**src/rtl/core/nctm_pkg.sv**
```systemverilog
// ----------------------------------------------------------------------------
// nctm_pkg
// Shared types, widths and constants of the nearest centroid track matcher.
// ----------------------------------------------------------------------------
`default_nettype none

package nctm_pkg;

  // Table size default
  localparam int MAX_TRACKS_DEF = 64;

  // Field widths
  localparam int OP_W     = 2;
  localparam int COORD_W  = 11;
  localparam int AREA_W   = 23;
  localparam int LANE_W   = 3;
  localparam int IDX_W    = 6;
  localparam int DIST_W   = 20;
  localparam int CNT_W    = 7;
  localparam int GATE_W   = 6;
  localparam int SDIV_W   = 4;
  localparam int SQ_W     = 23;  // dx*dx + dy*dy
  localparam int GH_W     = 17;  // gate_quarters * box_height
  localparam int GHSQ_W   = 34;  // (gate_quarters * box_height)^2

  // Packed channel widths
  localparam int IN_DATA_W  = 64;
  localparam int IN_USER_W  = 2;
  localparam int OUT_DATA_W = 56;
  localparam int OUT_USER_W = 2;

  // Configuration register indexes and reset values
  localparam logic CFG_GATE  = 1'b0;
  localparam logic CFG_SPEED = 1'b1;
  localparam logic [GATE_W-1:0] GATE_RST  = 6'd10;
  localparam logic [SDIV_W-1:0] SPEED_RST = 4'd3;

  typedef enum logic [OP_W-1:0] {
    OP_SEED  = 2'd0,
    OP_MATCH = 2'd1,
    OP_CLEAR = 2'd2,
    OP_NOP   = 2'd3
  } op_t;

  typedef enum logic [3:0] {
    ST_IDLE,
    ST_SCAN,
    ST_GATE,
    ST_CHECK,
    ST_UPDATE,
    ST_SQRT,
    ST_DIV,
    ST_INSERT,
    ST_DONE
  } state_t;

  // Write enables of the track memory
  typedef struct packed {
    logic pos_we;
    logic attr_we;
  } mem_we_t;

endpackage

`default_nettype wire

```
**src/rtl/core/nctm_track_mem.sv**
```systemverilog
// ----------------------------------------------------------------------------
// nctm_track_mem
// Track table: position memory and attribute memory, one write and one
// registered read port each.
// ----------------------------------------------------------------------------
`default_nettype none

module nctm_track_mem #(
  parameter int MAX_TRACKS = nctm_pkg::MAX_TRACKS_DEF
) (
  input  wire                              clk,
  input  nctm_pkg::mem_we_t                we,
  input  wire [$clog2(MAX_TRACKS)-1:0]     wr_addr,
  input  wire [nctm_pkg::COORD_W-1:0]      wr_x,
  input  wire [nctm_pkg::COORD_W-1:0]      wr_y,
  input  wire [nctm_pkg::AREA_W-1:0]       wr_area,
  input  wire [nctm_pkg::LANE_W-1:0]       wr_lane,
  input  wire [$clog2(MAX_TRACKS)-1:0]     rd_addr,
  output logic [nctm_pkg::COORD_W-1:0]     rd_x,
  output logic [nctm_pkg::COORD_W-1:0]     rd_y,
  output logic [nctm_pkg::AREA_W-1:0]      rd_area,
  output logic [nctm_pkg::LANE_W-1:0]      rd_lane
);
  import nctm_pkg::*;

  localparam int POS_W  = 2 * COORD_W;
  localparam int ATTR_W = AREA_W + LANE_W;

  logic [POS_W-1:0]  pos_mem  [MAX_TRACKS];
  logic [ATTR_W-1:0] attr_mem [MAX_TRACKS];

  // Write ports
  always_ff @(posedge clk) begin
    if (we.pos_we) begin
      pos_mem[wr_addr] <= {wr_y, wr_x};
    end
    if (we.attr_we) begin
      attr_mem[wr_addr] <= {wr_lane, wr_area};
    end
  end

  // Registered read port
  always_ff @(posedge clk) begin
    {rd_y, rd_x}       <= pos_mem[rd_addr];
    {rd_lane, rd_area} <= attr_mem[rd_addr];
  end

endmodule

`default_nettype wire

```
**config.mk**
```make
export PLATFORM = sky130hd
export DESIGN_NAME = nctm_track_mem
export DESIGN_NICKNAME = d
export VERILOG_FILES = /design/src/rtl/core/nctm_pkg.sv /design/src/rtl/core/nctm_track_mem.sv
export SDC_FILE = /design/constraint.sdc
export NUM_CORES = 2
export LEC_CHECK = 0
export BUFFER_PORTS_ARGS = -buffer_cell sky130_fd_sc_hd__buf_2
export CORE_AREA = 2 2 365 729
export CTS_CLUSTER_SIZE = 30
export DETAILED_ROUTE_END_ITERATION = 12
export DIE_AREA = 0 0 367 731
export PLACE_DENSITY = 0.7
export SYNTH_ARGS = -nofsm -noshare
export SYNTH_HDL_FRONTEND = slang
export SYNTH_SLANG_ARGS = --single-unit
export TNS_END_PERCENT = 30
```
**constraint.sdc**
```tcl
create_clock -name clk -period 5.5 [get_ports clk]
set_clock_uncertainty 0.2 [all_clocks]
set_input_delay 0 -clock clk [delete_from_list [all_inputs] [get_ports clk]]
set_output_delay 0 -clock clk [all_outputs]
set_load 0.02 [all_outputs]
```
==> flow_summary.yaml <==
sta:
  fin_tns_setup_ns: 0
  setup_ws_ns: 2.07
  final-hold-violation-count: 0
  worst_pin_slew_ns: 1.55
  post-route-min-period_ns: 3.43
  rsz0062_at_grt: "no"
  fin_crit_sh_pct: 62.3
  hold_slack_ns: 0.155
  maxSlewHeadroom_pct: -3.88
  drv_slew: 4
  max_freq_mhz: 292
  setup_violations: 0
placed_design:
  pre_cts_ws_ns: 1.76
  dpl-instance-area_sq_mm: 0.124
  routabilityCongestion: 0.853
  dp.cells: 8747
  dpl.hpwl_mm: 175
  portBuffers: 110
floorplanning:
  core_region_area_sq_mm: 0.263
  die_area_sq_mm: 0.268
  die_h_um: 731
  ios: 111
  num_rows: 267
  chipWidth_um: 367
  start_util_pct: 44.7
global_routing:
  grt-ovfl-total: 0
  grt_max_degree: 145
  grt_pass1_vias: 58100
  grt_pass1_wl_mm: 431
  antenna_found_initial: 25
  grt_usage_pct: 22.5
layout:
  post-route-util_pct: 50.6
  final_area_sq_mm: 0.133
  nFillCells: 20300
  drive_gt1_share_pct: 27.9
  finalNonFillerCells: 9329
  final_nets: 5668
  area_delta_synth_final_pct: 13.1
route:
  drtAntennaViolNets: 0
  vias_per_cell: 6.29
  wl_mm: 306
  first_pass_iters: 5
  wl_per_cell_um: 32.8
  route.vias.total: 58700
  drc: 0
  drtIter0Drc: 9370
pwr:
  internal_power_mw: 38.0
  power.leakage_nw: 41.4
  switchingPower_mw: 10.3
  ir_drop_mv: 0.366
  power_mw: 48.3
  p_comb_share_pct: 5.3
  power_frac_clock_pct: 39.9
  p_sw_share_pct: 21.3
  power_density_mw_per_mm2: 363
  p_seq_share_pct: 54.8
yosys:
  seq_area_frac_synth_pct: 79.1
  syn_area_sq_mm: 0.118
  synth_cell_types: 41
  synth_ff_type: "edfxtp_1"
  synthesis.nets: 5267
  synth_xor_area_share_pct: 0
  synth_compound_area_share_pct: 2.85
  synth_top_family_by_area: "multiplexers"
  yosys_warnings: 0
  synth_fa_ha_area_share_pct: 0
  synthMuxAreaShare_pct: 15.0
  synth_seq_cells: 3120
  synth-edff-count: 3072
  synth-simple-area-share_pct: 1.76
  ys_async_sr_fraction_pct: 0
  syn_inst: 5204
  avgSynthCellArea_sq_um: 22.6
min_path:
  min_path_cells: 5
  min_path_type: "input port to flip-flop"
  hold_start: "rd_addr[0]"
  holdPathEnd: "rd_area[12]"
critical_path:
  reg2reg_from: "attr_mem[41][21]"
  cp_max_fo: 92
  cp-end-kind: "flip-flop"
  path_class: "input port to flip-flop"
  reg2reg_depth: 6
  worstSetupStartpointType: "input port"
  worstPathArrival_ns: 4.00
  rrSetupSlack_ns: 2.61
  r2r_end: "rd_area[21]"
  crit_required_ns: 6.07
clock_network:
  clkTransAtPathRegs_ns: 0.07
  cts_tree: "built"
  insertion_delay_ns: 0.85
  cts_setup_buffers: 0
  cts_sinks: 3120
  cts_buffer_depth: 4
  cts_root_buf: "clkbuf_16"
  cts_buffers: 284
  cts_hold_buf: 69
  cts-htree-levels: 5
  postCtsResizedCells: 0
outcome:
  status: "finished, violations left"
  violations: "max-capacitance violations, max-slew violations"
run:
  drv_cap: 1
## layout by cell type (no fill, tap or decap), types with 40 or more instances in the layout
master	synthesis	routed
o221ai_1	60	60
a21oi_1	52	52
mux2_2	40	40
o22ai_1	94	94
nand2_1	86	85
nor2_2	0	121
mux2i_1	113	113
edfxtp_1	3072	3072
clkinv_2	0	43
nand3_1	105	105
a22oi_1	182	182
dfxtp_1	48	48
clkbuf_1	116	56
dlygate4sd3_1	0	69
buf_4	33	218
clkinv_1	0	64
mux4_2	712	712
buf_2	122	107
clkbuf_16	0	293
## power by group through the flow
stage                     Sequential (mW)  Combinational, mW  Clock, mW
after floorplan                      26.9               1.25          0
after global placement               27.0               2.43          0
after detailed placement             27.0               2.49          0
after CTS                            26.5               2.53       19.4
after global routing                 26.5               2.66       20.3
final                                26.5               2.55       19.3
## area by class of cell
type,count,area [sq um],share of cell area (%)
clock buffers,354,7610,5.71
multi-input cells,1777,23500,17.6
inverters,12,45.0,0.0338
clock inverters,149,1310,0.986
diodes,10,25.0,0.0188
well taps,3497,4380,3.28
flip-flops and latches,3120,93200,70.0
repair buffers,410,3170,2.38
## registers in the layout, summed over array words and instances, names as in the netlist
register and cells:
attr_mem 1664, rd_lane 3, rd_y 11, rd_area 23, pos_mem 1408, rd_x 11
## synth_stat cells (12+ instances only)
master       n  area (sq um)
a211oi_1    17           128
a21oi_1     52           260
a22oi_1    182          1370
a311o_1     14           140
and3_1      15          93.8
buf_2      122           611
buf_4       33           248
buf_6       14           158
clkbuf_1   116           435
dfxtp_1     48           961
edfxtp_1  3072         92200
inv_1       12          45.0
mux2_2      40           450
mux2i_1    113          1130
mux4_2     712         16000
nand2_1     86           323
nand2b_1    12          75.1
nand3_1    105           526
nor2_1     162           608
nor2b_1     23           144
nor3_1      12          60.1
o221ai_1    60           526
o22a_1      14           123
o22ai_1     94           588
## cells by family (layout without fill, tap and decap cells)
group,count (synthesis),in the layout
buf+inv,307,925
mux,865,865
flops,3120,3120
simple gates,449,449
other cells,0,10
compound gates,463,463
## routing by layer
layer  routed length (um)  global-route usage, %
met5                  108                      0
met4                10100                   6.97
met3                41000                   6.18
met2               141000                   34.0
met1               114000                   32.0
## critical path, cell delays in order
cell and delay [ns]:
dlygate4sd3_1 0.57, buf_8 0.37, buf_12 0.50, nand2b_2 0.74, o22ai_1 0.35, a2111oi_0 0.14, nor3_1 1.01, o211a_1 0.22
## worst max-delay path by stage
stage | startpoint | endpoint | slack (ns)
after floorplan | wr_addr[5] | attr_mem[32][0] | 2.71
after global placement | rd_addr[1] | rd_x[0] | 1.74
after detailed placement | rd_addr[1] | rd_x[0] | 1.76
after CTS | rd_addr[1] | rd_x[0] | 2.03
after global routing | rd_addr[1] | rd_x[0] | 1.95
final | rd_addr[1] | rd_x[0] | 2.07
Note: power is estimated with default switching activity, not from simulation.
