### config.mk
export PLATFORM = sky130hd
export DESIGN_NAME = nctm_div
export DESIGN_NICKNAME = d
export VERILOG_FILES = /design/src/rtl/core/nctm_pkg.sv /design/src/rtl/core/nctm_div.sv
export SDC_FILE = /design/constraint.sdc
export NUM_CORES = 1
export LEC_CHECK = 0
export BUFFER_PORTS_ARGS = -buffer_cell sky130_fd_sc_hd__buf_2
export CAP_MARGIN = 15
export CORE_UTILIZATION = 50
export DETAILED_ROUTE_END_ITERATION = 8
export GPL_ROUTABILITY_DRIVEN = 1
export PLACE_DENSITY = 0.83
export REMOVE_ABC_BUFFERS = 1
export SLEW_MARGIN = 40
export SYNTH_ARGS = -nofsm -noshare
export SYNTH_HDL_FRONTEND = slang
export SYNTH_SLANG_ARGS = --single-unit
### constraint.sdc
create_clock -name clk -period 5.4 [get_ports clk]
set_clock_uncertainty 0.1 [all_clocks]
set_input_delay 1.08 -clock clk [delete_from_list [all_inputs] [get_ports clk]]
set_output_delay 1.08 -clock clk [all_outputs]
set_load 0.005 [all_outputs]
### src/rtl/core/nctm_pkg.sv
// ----------------------------------------------------------------------------
// nctm_pkg
// Shared types, widths and constants of the nearest centroid track matcher.
// ----------------------------------------------------------------------------
`default_nettype none

package nctm_pkg;

  // Table size default
  localparam int MAX_TRACKS_DEF = 64;

  // Field widths
  localparam int OP_W     = 2;
  localparam int COORD_W  = 11;
  localparam int AREA_W   = 23;
  localparam int LANE_W   = 3;
  localparam int IDX_W    = 6;
  localparam int DIST_W   = 20;
  localparam int CNT_W    = 7;
  localparam int GATE_W   = 6;
  localparam int SDIV_W   = 4;
  localparam int SQ_W     = 23;  // dx*dx + dy*dy
  localparam int GH_W     = 17;  // gate_quarters * box_height
  localparam int GHSQ_W   = 34;  // (gate_quarters * box_height)^2

  // Packed channel widths
  localparam int IN_DATA_W  = 64;
  localparam int IN_USER_W  = 2;
  localparam int OUT_DATA_W = 56;
  localparam int OUT_USER_W = 2;

  // Configuration register indexes and reset values
  localparam logic CFG_GATE  = 1'b0;
  localparam logic CFG_SPEED = 1'b1;
  localparam logic [GATE_W-1:0] GATE_RST  = 6'd10;
  localparam logic [SDIV_W-1:0] SPEED_RST = 4'd3;

  typedef enum logic [OP_W-1:0] {
    OP_SEED  = 2'd0,
    OP_MATCH = 2'd1,
    OP_CLEAR = 2'd2,
    OP_NOP   = 2'd3
  } op_t;

  typedef enum logic [3:0] {
    ST_IDLE,
    ST_SCAN,
    ST_GATE,
    ST_CHECK,
    ST_UPDATE,
    ST_SQRT,
    ST_DIV,
    ST_INSERT,
    ST_DONE
  } state_t;

  // Write enables of the track memory
  typedef struct packed {
    logic pos_we;
    logic attr_we;
  } mem_we_t;

endpackage

`default_nettype wire

### src/rtl/core/nctm_div.sv
// ----------------------------------------------------------------------------
// nctm_div
// Restoring divider: distance by the speed divisor, one quotient bit a cycle.
// ----------------------------------------------------------------------------
`default_nettype none

module nctm_div (
  input  wire                           clk,
  input  wire                           rst_n,
  input  wire                           start,
  input  wire [nctm_pkg::DIST_W-1:0]    num,
  input  wire [nctm_pkg::SDIV_W-1:0]    divisor,
  output logic                          done,
  output logic [nctm_pkg::DIST_W-1:0]   quo
);
  import nctm_pkg::*;

  localparam int CW = $clog2(DIST_W);

  logic [DIST_W-1:0] num_r;
  logic [SDIV_W-1:0] rem_r;
  logic [SDIV_W-1:0] div_r;
  logic [CW-1:0]     cnt_r;
  logic              busy_r;
  logic              done_r;

  logic [SDIV_W:0]   rem_t;
  logic              take;

  always_comb begin
    rem_t = {rem_r, num_r[DIST_W-1]};
    take  = (rem_t >= {1'b0, div_r});
  end

  // Control
  always_ff @(posedge clk) begin
    if (!rst_n) begin
      busy_r <= 1'b0;
      done_r <= 1'b0;
      cnt_r  <= '0;
    end else begin
      done_r <= 1'b0;
      if (start) begin
        busy_r <= 1'b1;
        cnt_r  <= '0;
      end else if (busy_r) begin
        cnt_r <= cnt_r + 1'b1;
        if (cnt_r == CW'(DIST_W - 1)) begin
          busy_r <= 1'b0;
          done_r <= 1'b1;
        end
      end
    end
  end

  // Datapath; a zero divisor counts as one
  always_ff @(posedge clk) begin
    if (start) begin
      num_r <= num;
      rem_r <= '0;
      div_r <= (divisor == '0) ? SDIV_W'(1) : divisor;
    end else if (busy_r) begin
      rem_r <= take ? SDIV_W'(rem_t - {1'b0, div_r}) : SDIV_W'(rem_t);
      num_r <= {num_r[DIST_W-2:0], take};
    end
  end

  assign done = done_r;
  assign quo  = num_r;

endmodule

`default_nettype wire

==> key figures, run 1 <==
STA
  – Final Slew Violations: 0
  – Number of setup violations in the final report: 0
  – Setup TNS: 0 ns
  – Hold Slack: between 0.4 and 0.5 ns
  – Max Freq: 0.389 GHz
  – Final hold violations: 0
  – Worst Tran Pin Value: 0.786 ns
  – Relative slew slack: 0.475
  – RSZ-0062 raised after global routing: false
  – Worst setup margin: roughly 2.8 ns
  – Minimum clock period: approximately 2.6 ns
  – Post-route clock period utilization: 0.476

Finish
  – Layout Nets: 200
  – Finished Layout Cells: 212
  – Diodes inserted: 0
  – FF/Latch Area: 941 um^2
  – Share of cells above drive strength 1: 0.458
  – Final core utilization: 0.630
  – Synthesis-to-finish area growth: 20.0%
  – Footprint of the multi-input gates: 601 um^2
  – Filler cells: 229
  – Design area: 1910 um^2

Setup path
  – Worst reg2reg path startpoint: div_r[1]
  – Critical Path RT: 5.26 ns
  – Setup crit end kind: flop
  – Critical path class: in2reg
  – CP max FO: 28
  – Crit path from: start
  – CP arrival: ~2.4 ns
  – Startpoint types: input pin

Clocking
  – CTS Buf Count: 5
  – Clk buf depth: 2
  – H-tree levels: 2
  – Later-pin clock latency in the skew report: 0.33 ns
  – Hold Buf Count CTS: 0
  – CTS tree: yes
  – Post-CTS resize count: 0
  – Postcts setup bufs: 0
  – CTS root buffer: clkbuf_4
  – Clock transition at the registers of the reported paths: 0.10 ns
  – Sinks on Clock Net: 35

Synth
  – Gate Count Post-Synth: 119
  – Synth top cells by count: 24 x edfxtp_1, 20 x mux2_2, 11 x dfxtp_1
  – Top-area cell type share of the netlist area: 0.453
  – Post-Synth XOR/XNOR Area: 0.0275
  – Ys async rst share: 0
  – Register area share after synthesis: 0.592
  – Post-synth EDFFs: 24
  – Synth area leaders: edfxtp_1 45%, mux2_2 14%, dfxtp_1 14%
  – Yosys reg bits: 35
  – Most common cell in the synthesized netlist: edfxtp_1
  – Synth area leader: edfxtp_1
  – Post-synthesis mux area share: 0.148
  – Synth Area in Adders: 0.0519
  – Main synth FF type: edfxtp_1
  – Distinct cells, synth: 30
  – Compound-Gate Fraction of Synth Area: 0.0566
  – Simple-Gate Fraction of Synth Area: 0.0936
  – Main combinational cell family by area after synthesis: multiplexers
  – Syn_area_per_cell: 13.4 um^2
  – Total of warnings raised by yosys: 0
  – Synth Cell Area: 1590 um^2

Floorplanning
  – Die height: between 50 and 60 um
  – Top-level I/O count: 48
  – Die area: 3410 um^2
  – Horiz. Die Dim: 58.4 um
  – Core area: 3030 um^2
  – Site Rows: 20
  – Initial Util: 0.525

Power and ir drop
  – Leakage power: 0.802 nW
  – Tot Pwr: 0.566 mW
  – Worst VDD drop: 0.183 mV
  – Pwr/cell area: 297 nW/um^2

Placement
  – Port bufs: 47
  – Placed Instances: about 200
  – Final RePlAce weighted congestion: between 0.9 and 1
  – Placed Area: between 1500 and 2000 um^2
  – Dpl hpwl: about 2100 um
  – DP Worst Slack: 2.47 ns

Drt
  – Via density: ~5.3
  – Antenna Nets Post-Route: 0
  – Drt wl/cell: 13.8 um
  – Drt drc: 0
  – 1st-pass router iterations: 4
  – Via count: 1117
  – Routed wire length: 2920 um
  – Drt first-iter violations: 25

Status
  – Run status: completed

Global route
  – Grt ovf: 0
  – Vias in the first global route: about 1000
  – Pin count of the biggest net entering global routing: 29
  – Global-route wire length before repair: 4530 um
  – GRT Overall Usage: 0.182
  – Antenna violations before repair: 0

Hold path
  – Worst Hold Class: reg2reg
  – Hold Path Origin: rem_r[3]

Job
  – Maxcap violations: 0
layout by cell type (no fill, tap or decap), drive strengths merged, types with 2 or more instances in the layout:
cell,instances
nand2,5
mux2,20
a311oi,2
nor2,6
nand3,2
dfxtp,11
clkbuf,7
inv,7
buf,47
nand4,3
ha,5
o21ai,4
xor2,4
nor2b,2
nor3,3
or2,3
edfxtp,24
nor4,2
cell type report:
class / count / share of cell area
sequential: 35 / 0.493
multi-input combinational: 71 / 0.315
tap: 44 / 0.0289
inverter: 7 / 0.0138
timing repair buffer: 47 / 0.123
clock inverter: 1 / 0.00262
clock buffer: 7 / 0.0236
flip-flops by register name, summed over array words and instances, names as in the netlist:
register / flops
div_r: 4
done: 1
rem_r: 4
busy_r: 1
cnt_r: 5
quo: 20
logic make-up after synthesis:
family | after synthesis
adder cells (fa/ha/maj) | 6
XOR/XNOR | 5
AND/OR/NAND/NOR | 28
multiplexers | 21
flip-flops | 35
buffers and inverters | 13
AO/OA/AOI/OAI | 11
power breakdown:
group	switching, mW	total, mW	internal, mW
logic	0.0479	0.101	0.0529
clock network	0.0822	0.133	0.0508
registers	0.0159	0.332	0.316
metal layers:
layer,part of all wire,track usage,up-vias
met5,0,0,-
met4,0.0055,0.0714,0
met3,0.070,0.0681,2
met2,0.49,0.279,49
met1,0.43,0.235,533
li1,-,-,533
worst max-delay path: stages:
cell	delay (ns)
buf_2	0.46
inv_1	0.23
nand2_1	0.64
final timing paths:
check	cells past startpoint	end	slack, ns
worst min-delay path	2	rem_r[3]	0.42
worst max-delay path	3	quo[18]	2.83
worst max register to register	6	quo[0]	3.41
worst min register to register	2	rem_r[3]	0.42
No activity file was read; power rests on OpenSTA's default activity.
==> run 2: changes to the inputs <==
--- a/config.mk
+++ b/config.mk
@@ -7,10 +7,10 @@
 export LEC_CHECK = 0
 export BUFFER_PORTS_ARGS = -buffer_cell sky130_fd_sc_hd__buf_2
 export CAP_MARGIN = 15
-export CORE_UTILIZATION = 50
+export CORE_UTILIZATION = 45
 export DETAILED_ROUTE_END_ITERATION = 8
 export GPL_ROUTABILITY_DRIVEN = 1
-export PLACE_DENSITY = 0.83
+export PLACE_DENSITY = 0.79
 export REMOVE_ABC_BUFFERS = 1
 export SLEW_MARGIN = 40
 export SYNTH_ARGS = -nofsm -noshare
==> constraint.sdc (replaced) <==
create_clock -name clk -period 2.3 [get_ports clk]
set_clock_uncertainty 0.1 [all_clocks]
set_input_delay 0.46 -clock clk [delete_from_list [all_inputs] [get_ports clk]]
set_output_delay 0.46 -clock clk [all_outputs]
set_load 0.005 [all_outputs]
==> run 2 against run 1 <==
Against the previous run: die area increased by 11%; largest cell class unchanged; count of clock-buffer cells in the layout unchanged; highest routed layer unchanged; setup slack got worse by 2.5 ns; design area increased by 0.92%; sequential share of layout area decreased by 0.45 points; core utilization decreased by 5.8 points; global-route usage decreased by 0.66 points; critical path depth increased by 3; sequential power increased by 130%.
==> key figures, run 2 (synthesis gave the netlist of run 1 again) <==
Finish
  – Commonest non-fill, non-tap cell in the layout: buf_2
  – Most frequent cells in the layout: 47 x buf_2, 24 x edfxtp_1, 20 x mux2_2
  – Design area: 1930 um^2
  – Filler cells: 311
  – Layout Nets: ~200
  – Diodes inserted: 0
  – Share of cells above drive strength 1: 0.465
  – Max reg flops: 20
  – Synthesis-to-finish area growth: 21.1%

Global route
  – Grt met3 use: 0.0672
  – GRT Overall Usage: 0.175
  – Pin count of the biggest net entering global routing: 21
  – Most used routing layer: met2
  – M2 GR Usage: 0.269
  – Met1 track demand over resource: 0.219
  – Grt ovf: 0
  – Antenna violations before repair: 0
  – Vias in the first global route: ~1100
  – Global-route wire length before repair: 4630 um

Setup path
  – CP max stage delay: 0.43 ns
  – Startpoint types: flop
  – Critical Path RT: around 2.3 ns
  – CP max FO: 5
  – Critical path's top delay family: flip-flops
  – Critical path class: reg2reg
  – Setup crit end kind: flop
  – CP arrival: 1.99 ns
  – CP max stage cell: edfxtp_1
  – Buffers & Inverters on Critical Path: 1
  – CP cell instances: inv_1 -> ha_1 -> nor2b_1 -> o221a_4 -> or2_4 -> mux2_2

STA
  – Number of setup violations in the final report: 0
  – Hold Slack: 0.224 ns
  – Setup TNS: 0 ns
  – Max Freq: 0.500 GHz
  – Final Slew Violations: 0
  – Final hold violations: 0
  – RSZ-0062 raised after global routing: false
  – Minimum clock period: between 1.5 and 2 ns
  – Relative slew slack: 0.736
  – Worst Tran Pin Value: 0.395 ns
  – Worst setup margin: 0.301 ns
  – Post-route clock period utilization: 0.869

Power and ir drop
  – Pwr/cell area: 690 nW/um^2
  – Leakage power: 0.812 nW
  – Worst VDD drop: 0.335 mV

Clocking
  – Postcts setup bufs: 0
  – CTS Buf Count: 5
  – Clock transition at the registers of the reported paths: 0.10 ns
  – Sinks on Clock Net: 35
  – Hold Buf Count CTS: 0
  – CTS tree: yes
  – Clk buf depth: 2
  – H-tree levels: 2
  – Post-CTS resize count: 0
  – Later-pin clock latency in the skew report: 0.33 ns
  – CTS root buffer: clkbuf_4

Placement
  – Dpl hpwl: ~2200 um
  – DP Worst Slack: 0.304 ns
  – Port bufs: 47
  – Final RePlAce weighted congestion: 0.737
  – Placed Area: approximately 1900 um^2

Drt
  – Drt first-iter violations: 47
  – Routed wire length: 2950 um
  – 1st-pass router iterations: 4
  – Via count: 1099
  – Antenna Nets Post-Route: 0
  – Via density: between 5 and 6
  – Drt wl/cell: 13.7 um
  – Drt drc: 0

Floorplanning
  – Site Rows: 21
  – Horiz. Die Dim: roughly 60 um
  – Top-level I/O count: 48
  – Die area: 3780 um^2
  – Core area: 3360 um^2
  – Initial Util: 0.473
  – Die height: 61.4 um

Status
  – Run status: completed

Hold path
  – Worst Hold Class: in2reg

Job
  – Maxcap violations: 0
==> run 2: cell types whose count changed in the layout (fill, tap and decap cells not counted), sizes merged <==
| cell | previous run | this run |
|---|---|---|
| buf | 47 | 49 |
==> run 2: final timing paths <==
kind,endpoint,from,cells past startpoint,slack (ns)
max,quo[0],div_r[1],6,0.30
min,div_r[3],divisor[3],1,0.22
max reg2reg,quo[0],div_r[1],6,0.30
min reg2reg,rem_r[3],rem_r[3],2,0.40
==> run 2: final cells by class <==
cell class	instances	area (um^2)	share of cell area
Sequential cell	35	941	0.489
Multi-Input combinational cell	71	601	0.312
Timing Repair Buffer	49	250	0.130
Tap cell	46	57.6	0.0299
Clock buffer	7	45.0	0.0234
Inverter	7	26.3	0.0136
Clock inverter	1	5.00	0.00260
==> run 2: through the flow <==
step	total power, mW	std cells	utilization
5_1_grt	1.40	216	0.573
4_1_cts	1.34	216	0.573
6_report	1.33	216	0.573
3_5_place_dp	1.03	208	0.558
2_1_floorplan	0.925	113	-
3_3_place_gp	1.02	208	0.558
==> run 2: power by group <==
group	internal [mW]	switching, mW	total, mW
sequential	0.742	0.0356	0.777
clock	0.119	0.192	0.311
combinational	0.127	0.114	0.241
total	0.988	0.341	1.33
==> run 2: routing by layer <==
layer  share of wire  vias to the layer above
met1            0.43                      502
met2            0.49                       48
met3           0.063                        9
li1                -                      540
met4           0.019                        0
met5               0                        -
