### src/rtl/core/nctm_pkg.sv
// ----------------------------------------------------------------------------
// nctm_pkg
// Shared types, widths and constants of the nearest centroid track matcher.
// ----------------------------------------------------------------------------
`default_nettype none

package nctm_pkg;

  // Table size default
  localparam int MAX_TRACKS_DEF = 64;

  // Field widths
  localparam int OP_W     = 2;
  localparam int COORD_W  = 11;
  localparam int AREA_W   = 23;
  localparam int LANE_W   = 3;
  localparam int IDX_W    = 6;
  localparam int DIST_W   = 20;
  localparam int CNT_W    = 7;
  localparam int GATE_W   = 6;
  localparam int SDIV_W   = 4;
  localparam int SQ_W     = 23;  // dx*dx + dy*dy
  localparam int GH_W     = 17;  // gate_quarters * box_height
  localparam int GHSQ_W   = 34;  // (gate_quarters * box_height)^2

  // Packed channel widths
  localparam int IN_DATA_W  = 64;
  localparam int IN_USER_W  = 2;
  localparam int OUT_DATA_W = 56;
  localparam int OUT_USER_W = 2;

  // Configuration register indexes and reset values
  localparam logic CFG_GATE  = 1'b0;
  localparam logic CFG_SPEED = 1'b1;
  localparam logic [GATE_W-1:0] GATE_RST  = 6'd10;
  localparam logic [SDIV_W-1:0] SPEED_RST = 4'd3;

  typedef enum logic [OP_W-1:0] {
    OP_SEED  = 2'd0,
    OP_MATCH = 2'd1,
    OP_CLEAR = 2'd2,
    OP_NOP   = 2'd3
  } op_t;

  typedef enum logic [3:0] {
    ST_IDLE,
    ST_SCAN,
    ST_GATE,
    ST_CHECK,
    ST_UPDATE,
    ST_SQRT,
    ST_DIV,
    ST_INSERT,
    ST_DONE
  } state_t;

  // Write enables of the track memory
  typedef struct packed {
    logic pos_we;
    logic attr_we;
  } mem_we_t;

endpackage

`default_nettype wire

### src/rtl/core/nctm_isqrt.sv
// ----------------------------------------------------------------------------
// nctm_isqrt
// Bit-serial integer square root of (sq << 16), one root bit per cycle.
// ----------------------------------------------------------------------------
`default_nettype none

module nctm_isqrt (
  input  wire                           clk,
  input  wire                           rst_n,
  input  wire                           start,
  input  wire [nctm_pkg::SQ_W-1:0]      sq,
  output logic                          done,
  output logic [nctm_pkg::DIST_W-1:0]   root
);
  import nctm_pkg::*;

  localparam int RAD_W = 2 * DIST_W;
  localparam int REM_W = DIST_W + 1;
  localparam int CW    = $clog2(DIST_W);

  logic [RAD_W-1:0]  rad_r;
  logic [REM_W-1:0]  rem_r;
  logic [DIST_W-1:0] root_r;
  logic [CW-1:0]     cnt_r;
  logic              busy_r;
  logic              done_r;

  logic [REM_W+1:0]  rem_t;
  logic [REM_W+1:0]  trial;
  logic              take;

  // One restoring step
  always_comb begin
    rem_t = {rem_r, rad_r[RAD_W-1 -: 2]};
    trial = (REM_W+2)'({root_r, 2'b01});
    take  = (rem_t >= trial);
  end

  // Control
  always_ff @(posedge clk) begin
    if (!rst_n) begin
      busy_r <= 1'b0;
      done_r <= 1'b0;
      cnt_r  <= '0;
    end else begin
      done_r <= 1'b0;
      if (start) begin
        busy_r <= 1'b1;
        cnt_r  <= '0;
      end else if (busy_r) begin
        cnt_r <= cnt_r + 1'b1;
        if (cnt_r == CW'(DIST_W - 1)) begin
          busy_r <= 1'b0;
          done_r <= 1'b1;
        end
      end
    end
  end

  // Datapath
  always_ff @(posedge clk) begin
    if (start) begin
      rad_r  <= RAD_W'({sq, 16'b0});
      rem_r  <= '0;
      root_r <= '0;
    end else if (busy_r) begin
      rad_r  <= {rad_r[RAD_W-3:0], 2'b00};
      rem_r  <= take ? REM_W'(rem_t - trial) : REM_W'(rem_t);
      root_r <= {root_r[DIST_W-2:0], take};
    end
  end

  assign done = done_r;
  assign root = root_r;

endmodule

`default_nettype wire

### config.mk
export PLATFORM = sky130hd
export DESIGN_NAME = nctm_isqrt
export DESIGN_NICKNAME = d
export VERILOG_FILES = /design/src/rtl/core/nctm_pkg.sv /design/src/rtl/core/nctm_isqrt.sv
export SDC_FILE = /design/constraint.sdc
export NUM_CORES = 1
export LEC_CHECK = 0
export BUFFER_PORTS_ARGS = -buffer_cell sky130_fd_sc_hd__buf_2
export CORE_MARGIN = 5
export CORE_UTILIZATION = 45
export CTS_CLUSTER_SIZE = 8
export DETAILED_ROUTE_END_ITERATION = 10
export SKIP_CTS_REPAIR_TIMING = 1
export SLEW_MARGIN = 40
export SYNTH_ARGS = -nofsm -noshare
export SYNTH_HDL_FRONTEND = slang
export SYNTH_SLANG_ARGS = --single-unit
### constraint.sdc
create_clock -name clk -period 2.81 [get_ports clk]
set_input_delay 0.281 -clock clk [delete_from_list [all_inputs] [get_ports clk]]
set_output_delay 0.281 -clock clk [all_outputs]
set_load 0.005 [all_outputs]
==> run_results.csv, run 1 <==
group,metric,value,unit
setup_path,critical_path_class,"flop to flop",
synth,yosysTopAreaCell,"dfxtp_1",
sta,tightest_slew,0.7498,ns
pwr,p_leak,1.969,nW
synth,synthesis.area,0.004198,mm^2
synth,synth_common_cells,"nor2_1 (50), dfxtp_1 (49), inv_1 (32)",
cells_and_area,drive_gt1_share,22.96,%
die,ios,47,
global_routing,grt_use_total,16.66,%
synth,synth_ff_type,"dfxtp_1",
global_routing,grt_max_degree,39,
pwr,pwr-share-seq,27.4,%
pwr,p_sw,1.967,mW
synth,syn-instance-count,429,
routing,wl_per_cell,15.44,um
setup_path,rrSetupSlack,0.37,ns
synth,syn_nets,478,
setup_path,cp.arrival,2.68,ns
clocking,clockRootBuffer,"clkbuf_8",
routing,drt_iter0_markers,213,
setup_path,rr_worst_depth,9,
routing,vias,3248,
sta,hold_violations,0,
routing,drt-total-wl,9112,um
place,pre_cts_ws,0.3916,ns
sta,slew_violations,0,
die,die_h,106.6,um
synth,synth_edf_count,23,
cells_and_area,area_delta_synth_final,12.67,%
pwr,sw_frac_of_total,41.64,%
sta,setup_viol,0,
synth,ys_seq_area_share,39.82,%
sta,clock_skew,0.01007,ns
pwr,p_per_area,999.1,mW/mm^2
clocking,cts_buffer_depth,2,
clocking,cts-buffers-inserted,9,
sta,fmax,409.8,MHz
place,place_inst,574,
run_status,status,"finished, final reports clean",
cells_and_area,instances_no_fill,590,
routing,viasPerCell,5.505,
setup_path,required,3.05,ns
setup_path,r2r-start,"root[7]",
global_routing,grt_pass1_vias,3109,
place,hpwlAfterDp,6763,um
cells_and_area,diodes,0,
sta,grt_setup_unrepaired,"false",
routing,ant_nets,0,
routing,dr.pass1.iters,4,
pwr,clkPwrFrac,17.8,%
synth,syn_area_per_cell,9.785,um^2
run,cap_viol_max_count,0,
sta,layout_worst_path_cycle_share,86.83,%
synth,yosysWarningCount,0,
synth,yosys.area.top_type_share,23.37,%
synth,yosysMostFrequentCell,"nor2_1",
min_path,hold_class,"input port to flop",
die,fp.dieW,106.6,um
clocking,cts.sinks,72,
routing,drc,0,
global_routing,globalRouteOverflowTotal,0,
sta,timing.final.ws_setup,0.3701,ns
pwr,p_comb_share,54.8,%
setup_path,end_kind,"flop",
place,place.gp.congestion,0.8987,
clocking,cts_tree,"yes",
clocking,clk_latency,0.35,ns
die,start_util,45.86,%
pwr,peakVddDrop,587.3,uV
min_path,hp-start,"rst_n",
die,die-area,0.01136,mm^2
pwr,total_power,4.726,mW
clocking,cts.htree.levels,3,
synth,ys_async_sr_fraction,0,%
clocking,path_clk_slew,0.08,ns
global_routing,antenna_found_initial,0,
pwr,intPower,2.758,mW
cells_and_area,final_core_util,51.67,%
min_path,min_to,"busy_r",
die,core-area,0.009153,mm^2
setup_path,r2r_end,"rem_r[18]",
place,portBuffers,46,
setup_path,critPathLaunchType,"flop",
cells_and_area,fin_nets,523,
synth,synth-seq-cells,72,
sta,relSlewSlack,49.96,%
sta,fin_setup_tns,0,ns
min_path,min_path_cells,2,
synth,synth.area.top_cells,"dfxtp_1 (23%), edfxtp_1 (16%), mux2i_1 (7.2%)",
global_routing,grt_pass1_wl,15260,um
sta,min_period,2.440,ns
synth,yosysUniqueCellTypes,63,
die,core.rowCount,35,
setup_path,critPathMaxFanout,8,
-- layout make-up --
| cell class | count | area (um^2) |
|---|---|---|
| fillers | 858 | 4423 |
| multi-input cells | 306 | 2302 |
| clock inverters | 7 | 76.32 |
| well taps | 111 | 138.9 |
| repair buffers | 53 | 295.3 |
| clock buffers | 9 | 123.9 |
| inverters | 32 | 120.1 |
| flip-flops and latches | 72 | 1673 |
-- critical path, cell delays in order, from the launching register on --
cell	delay (ns)
dfxtp_1	0.38
inv_1	0.06
ha_1	0.40
a21oi_1	0.26
o21ai_0	0.16
a211oi_1	0.52
a211oi_1	0.16
o22ai_1	0.17
xor2_1	0.16
o21ai_1	0.07
-- registers in the layout, summed over array words and instances (netlist names) --
| register | count |
|---|---|
| rad_r | 24 |
| rem_r | 21 |
| root | 20 |
| cnt_r | 5 |
| busy_r | 1 |
| done | 1 |
-- kinds of logic (layout without fill, tap and decap cells) --
group	count (synthesis)	count (layout)	synth area share (%)
adder cells (fa/ha/maj)	23	23	6.856
XOR/XNOR	21	21	4.382
buffers and inverters	51	101	5.395
multiplexers	51	51	12.79
AND/OR/NAND/NOR	124	124	14.63
AO/OA/AOI/OAI	87	87	16.13
flip-flops	72	72	39.82
-- per-layer routing --
layer | part of all wire (%) | track usage (%)
met1 | 49 | 23.03
met2 | 46 | 25.63
met3 | 3.8 | 3.853
met4 | 1.3 | 5.753
met5 | 0 | 0
-- power groups by stage --
| stage | logic, mW | clock network (mW) | registers, mW |
|---|---|---|---|
| CTS | 2.58 | 0.867 | 1.29 |
| global placement | 2.55 | 0 | 1.32 |
| global route | 2.84 | 0.923 | 1.31 |
| floorplan | 2.13 | 0 | 1.29 |
| finish | 2.59 | 0.842 | 1.29 |
| detailed placement | 2.56 | 0 | 1.32 |
-- cell usage in the layout (no fill, tap or decap), drive strengths merged, types with 4 or more instances in the layout --
cell type / n
a21oi: 21
ha: 23
dfxtp: 49
a211oi: 10
mux2i: 30
buf: 53
nor2: 51
xnor2: 13
nor3: 5
nand2: 27
nand4: 8
mux2: 21
inv: 35
nand2b: 4
o21ai: 15
nand3: 11
edfxtp: 23
a21o: 4
o211ai: 6
clkbuf: 9
o311ai: 4
xor2: 8
-- stage by stage --
step,area (um^2),hold WS (ns)
floorplan,4198,0.4092
global placement,4527,0.4555
detailed placement,4529,0.4688
CTS,4730,0.1379
global route,4730,0.1614
finish,4730,0.1500
-- worst max-delay path by stage --
stage / depth (start not counted) / slack (ns) / from / end
6_report: 9 / 0.37 / root[7] / rem_r[18]
5_1_grt: 9 / 0.14 / root[7] / rem_r[18]
4_1_cts: 9 / 0.38 / root[7] / rem_r[18]
3_5_place_dp: 9 / 0.39 / root[7] / rem_r[18]
3_3_place_gp: 10 / 0.44 / root[10] / rem_r[6]
2_1_floorplan: 11 / 0.58 / root[10] / rem_r[16]
Note: power is estimated with default switching activity, not from simulation.
==> inputs of run 2 (changes only) <==
ABC_AREA = 1   (was unset)
==> run 2 against run 1 <==
Global-route usage is 3.1 points higher. Core utilization is 0.18 points lower. Synthesized area is 5.0% higher. Combinational power is 44% higher. Count of clock-buffer cells in the layout stayed put. Clock power is 9.0% higher. Sequential power hardly changed. Via count is 27% higher. Maximum frequency is 3.0% higher. Worst setup slack better by 0.071 ns. Wire length is 21% higher. Non-clock buffer count is 1 lower. Critical path type unchanged. Critical endpoint is now rem_r[8]. Largest power group unchanged.
==> run_results.csv, run 2 <==
group,metric,value,unit
run_status,status,"finished, final reports clean",
die,die-area,0.01187,mm^2
clocking,cts.htree.levels,3,
global_routing,globalRouteOverflowTotal,0,
pwr,total_power,5.952,mW
synth,ys_async_sr_fraction,0,%
synth,ys_seq_area_share,37.93,%
cells_and_area,final_cell_mix,"nand2_1 (250), inv_1 (91), nor2_1 (59)",
die,start_util,45.50,%
routing,highest_layer,"met4",
sta,grt_setup_unrepaired,"false",
setup_path,critPathMaxFanout,15,
die,die_h,109.0,um
routing,dr.pass1.iters,5,
routing,drt-total-wl,11020,um
synth,synth_ff_type,"dfxtp_1",
cells_and_area,area_delta_synth_final,13.17,%
synth,syn_nets,706,
place,place.gp.congestion,0.9243,
synth,yosysTopAreaCell,"dfxtp_1",
clocking,clockRootBuffer,"clkbuf_8",
routing,drt_iter0_markers,265,
routing,drc,0,
global_routing,antenna_found_initial,0,
routing,vias,4134,
min_path,hold_class,"input port to flop",
clocking,cts.sinks,72,
synth,yosysUniqueCellTypes,33,
routing,route.met2.wl,4790,um
sta,fin_setup_tns,0,ns
synth,synthesis.area,0.004407,mm^2
cells_and_area,fin_nets,749,
sta,slew_violations,0,
clocking,path_clk_slew,0.08,ns
synth,synth-seq-cells,72,
setup_path,critical_path_class,"flop to flop",
pwr,pwr-share-seq,22.1,%
synth,yosys.area.top_type_share,22.26,%
pwr,sw_frac_of_total,50.49,%
routing,ant_nets,0,
sta,layout_worst_path_cycle_share,84.31,%
global_routing,grt_max_degree,36,
setup_path,critPathLaunchType,"flop",
cells_and_area,drive_gt1_share,11.35,%
run,cap_viol_max_count,0,
synth,synth_common_cells,"nand2_1 (251), inv_1 (91), nor2_1 (59)",
global_routing,grt_pass1_wl,18350,um
sta,clock_skew,0.01097,ns
sta,fmax,422.1,MHz
pwr,p_sw,3.005,mW
sta,holdWs,0.1651,ns
clocking,cts_buffer_depth,2,
pwr,clkPwrFrac,15.4,%
routing,wl_met1,5234,um
cells_and_area,diodes,0,
cells_and_area,mostFrequentLayoutCell,"nand2_1",
sta,tightest_slew,0.5013,ns
sta,setup_viol,0,
die,core.rowCount,36,
die,fp.dieW,109.0,um
pwr,peakVddDrop,512.1,uV
synth,syn-instance-count,657,
die,core-area,0.009684,mm^2
synth,syn_area_per_cell,6.707,um^2
cells_and_area,top_register,"rad_r",
setup_path,cp_top_family,"simple AND/OR/NAND/NOR gates",
pwr,p_per_area,1194,mW/mm^2
clocking,clk_latency,0.36,ns
pwr,intPower,2.947,mW
setup_path,max_stage_delay,0.38,ns
clocking,cts-buffers-inserted,9,
sta,min_period,2.369,ns
sta,relSlewSlack,66.46,%
routing,wl_per_cell,13.14,um
place,hpwlAfterDp,8328,um
sta,hold_violations,0,
synth,yosysMostFrequentCell,"nand2_1",
setup_path,crit_top_cell,"nand2_1",
setup_path,slowest_stage,"ha_1",
routing,viasPerCell,4.933,
pwr,p_leak,2.609,nW
setup_path,required,3.07,ns
cells_and_area,largest_register_ffs,24,
die,ios,47,
synth,synth.area.top_cells,"dfxtp_1 (22%), nand2_1 (21%), edfxtp_1 (16%)",
place,portBuffers,46,
routing,wl_met3,839,um
synth,yosysWarningCount,0,
global_routing,grt_use_total,19.73,%
setup_path,crit_chain,"inv_1 > ha_1 > o21ai_0 > nand2_1 > nand2_1 > nand2_1 > nand2_1 > nand4_2 > buf_4 > nand2_1 > nand2_1 > o21ai_0",
global_routing,grt_pass1_vias,3921,
setup_path,end_kind,"flop",
clocking,cts_tree,"yes",
setup_path,cp.arrival,2.63,ns
pwr,p_comb_share,62.5,%
setup_path,crit_buf_inv,2,
synth,synth_edf_count,23,
[run 2: changes by cell type after synthesis, moves of 6 or more]
cell and delta:
nor2_1 +9, o22ai_1 +18, o21ai_1 -7, a211oi_1 -9
nand3_1 +25, nand2_1 +225, nand4_1 +11, mux2i_1 -30
inv_1 +59, mux2_2 -21, xnor2_1 -7, xor2_1 -6
[run 2: area by class of cell]
type	count	area, um^2
multi-input cells	470	2286
inverters	95	356.6
clock buffers	9	123.9
well taps	133	166.4
fillers	999	4697
clock inverters	7	95.09
repair buffers	52	287.8
flip-flops and latches	72	1672
[run 2: power groups by stage]
stage / Combinational [mW] / Sequential (mW) / Clock, mW
after floorplan: 2.98 / 1.31 / 0
after global placement: 3.65 / 1.34 / 0
after detailed placement: 3.66 / 1.34 / 0
after CTS: 3.68 / 1.31 / 0.939
after global routing: 4.25 / 1.33 / 0.994
final: 3.72 / 1.32 / 0.918
[run 2: metal layers]
metal | GRT usage, % | vias up
li1 | - | 2167
met1 | 26.82 | 1830
met2 | 30.48 | 121
met3 | 5.388 | 16
met4 | 6.132 | 0
met5 | 0 | -
[run 2: logic make-up after synthesis]
group	synth area share [%]
buffers and inverters	10.25
xor gates and xnor gates	1.590
adders and majority gates	6.530
DFF	37.93
and+or+nand+nor	36.80
AOI/OAI and AO/OA	6.899
[run 2: final timing paths]
check        startpoint         to  slack [ns]  cells past startpoint
min reg2reg   rad_r[37]  rad_r[39]        0.45                      2
max reg2reg     root[0]   rem_r[8]        0.44                     12
max             root[0]   rem_r[8]        0.44                     12
min               rst_n     busy_r        0.17                      3
[run 2: through the flow]
stage               cell area, um^2  setup WS (ns)  cells  utilization, %
detailed placement             4768         0.4780    822           49.24
CTS                            4987         0.4584    838           51.50
global route                   4987         0.1285    838           51.50
floorplan                      4407         0.7966    657               -
finish                         4987         0.4408    838           51.50
global placement               4768         0.5181    822           49.24
[run 2: worst min-delay path, delay by kind of cell]
kind | cells | cell delay [ns]
buffers and inverters | 2 | 0.14
AO/OA/AOI/OAI | 1 | 0.08
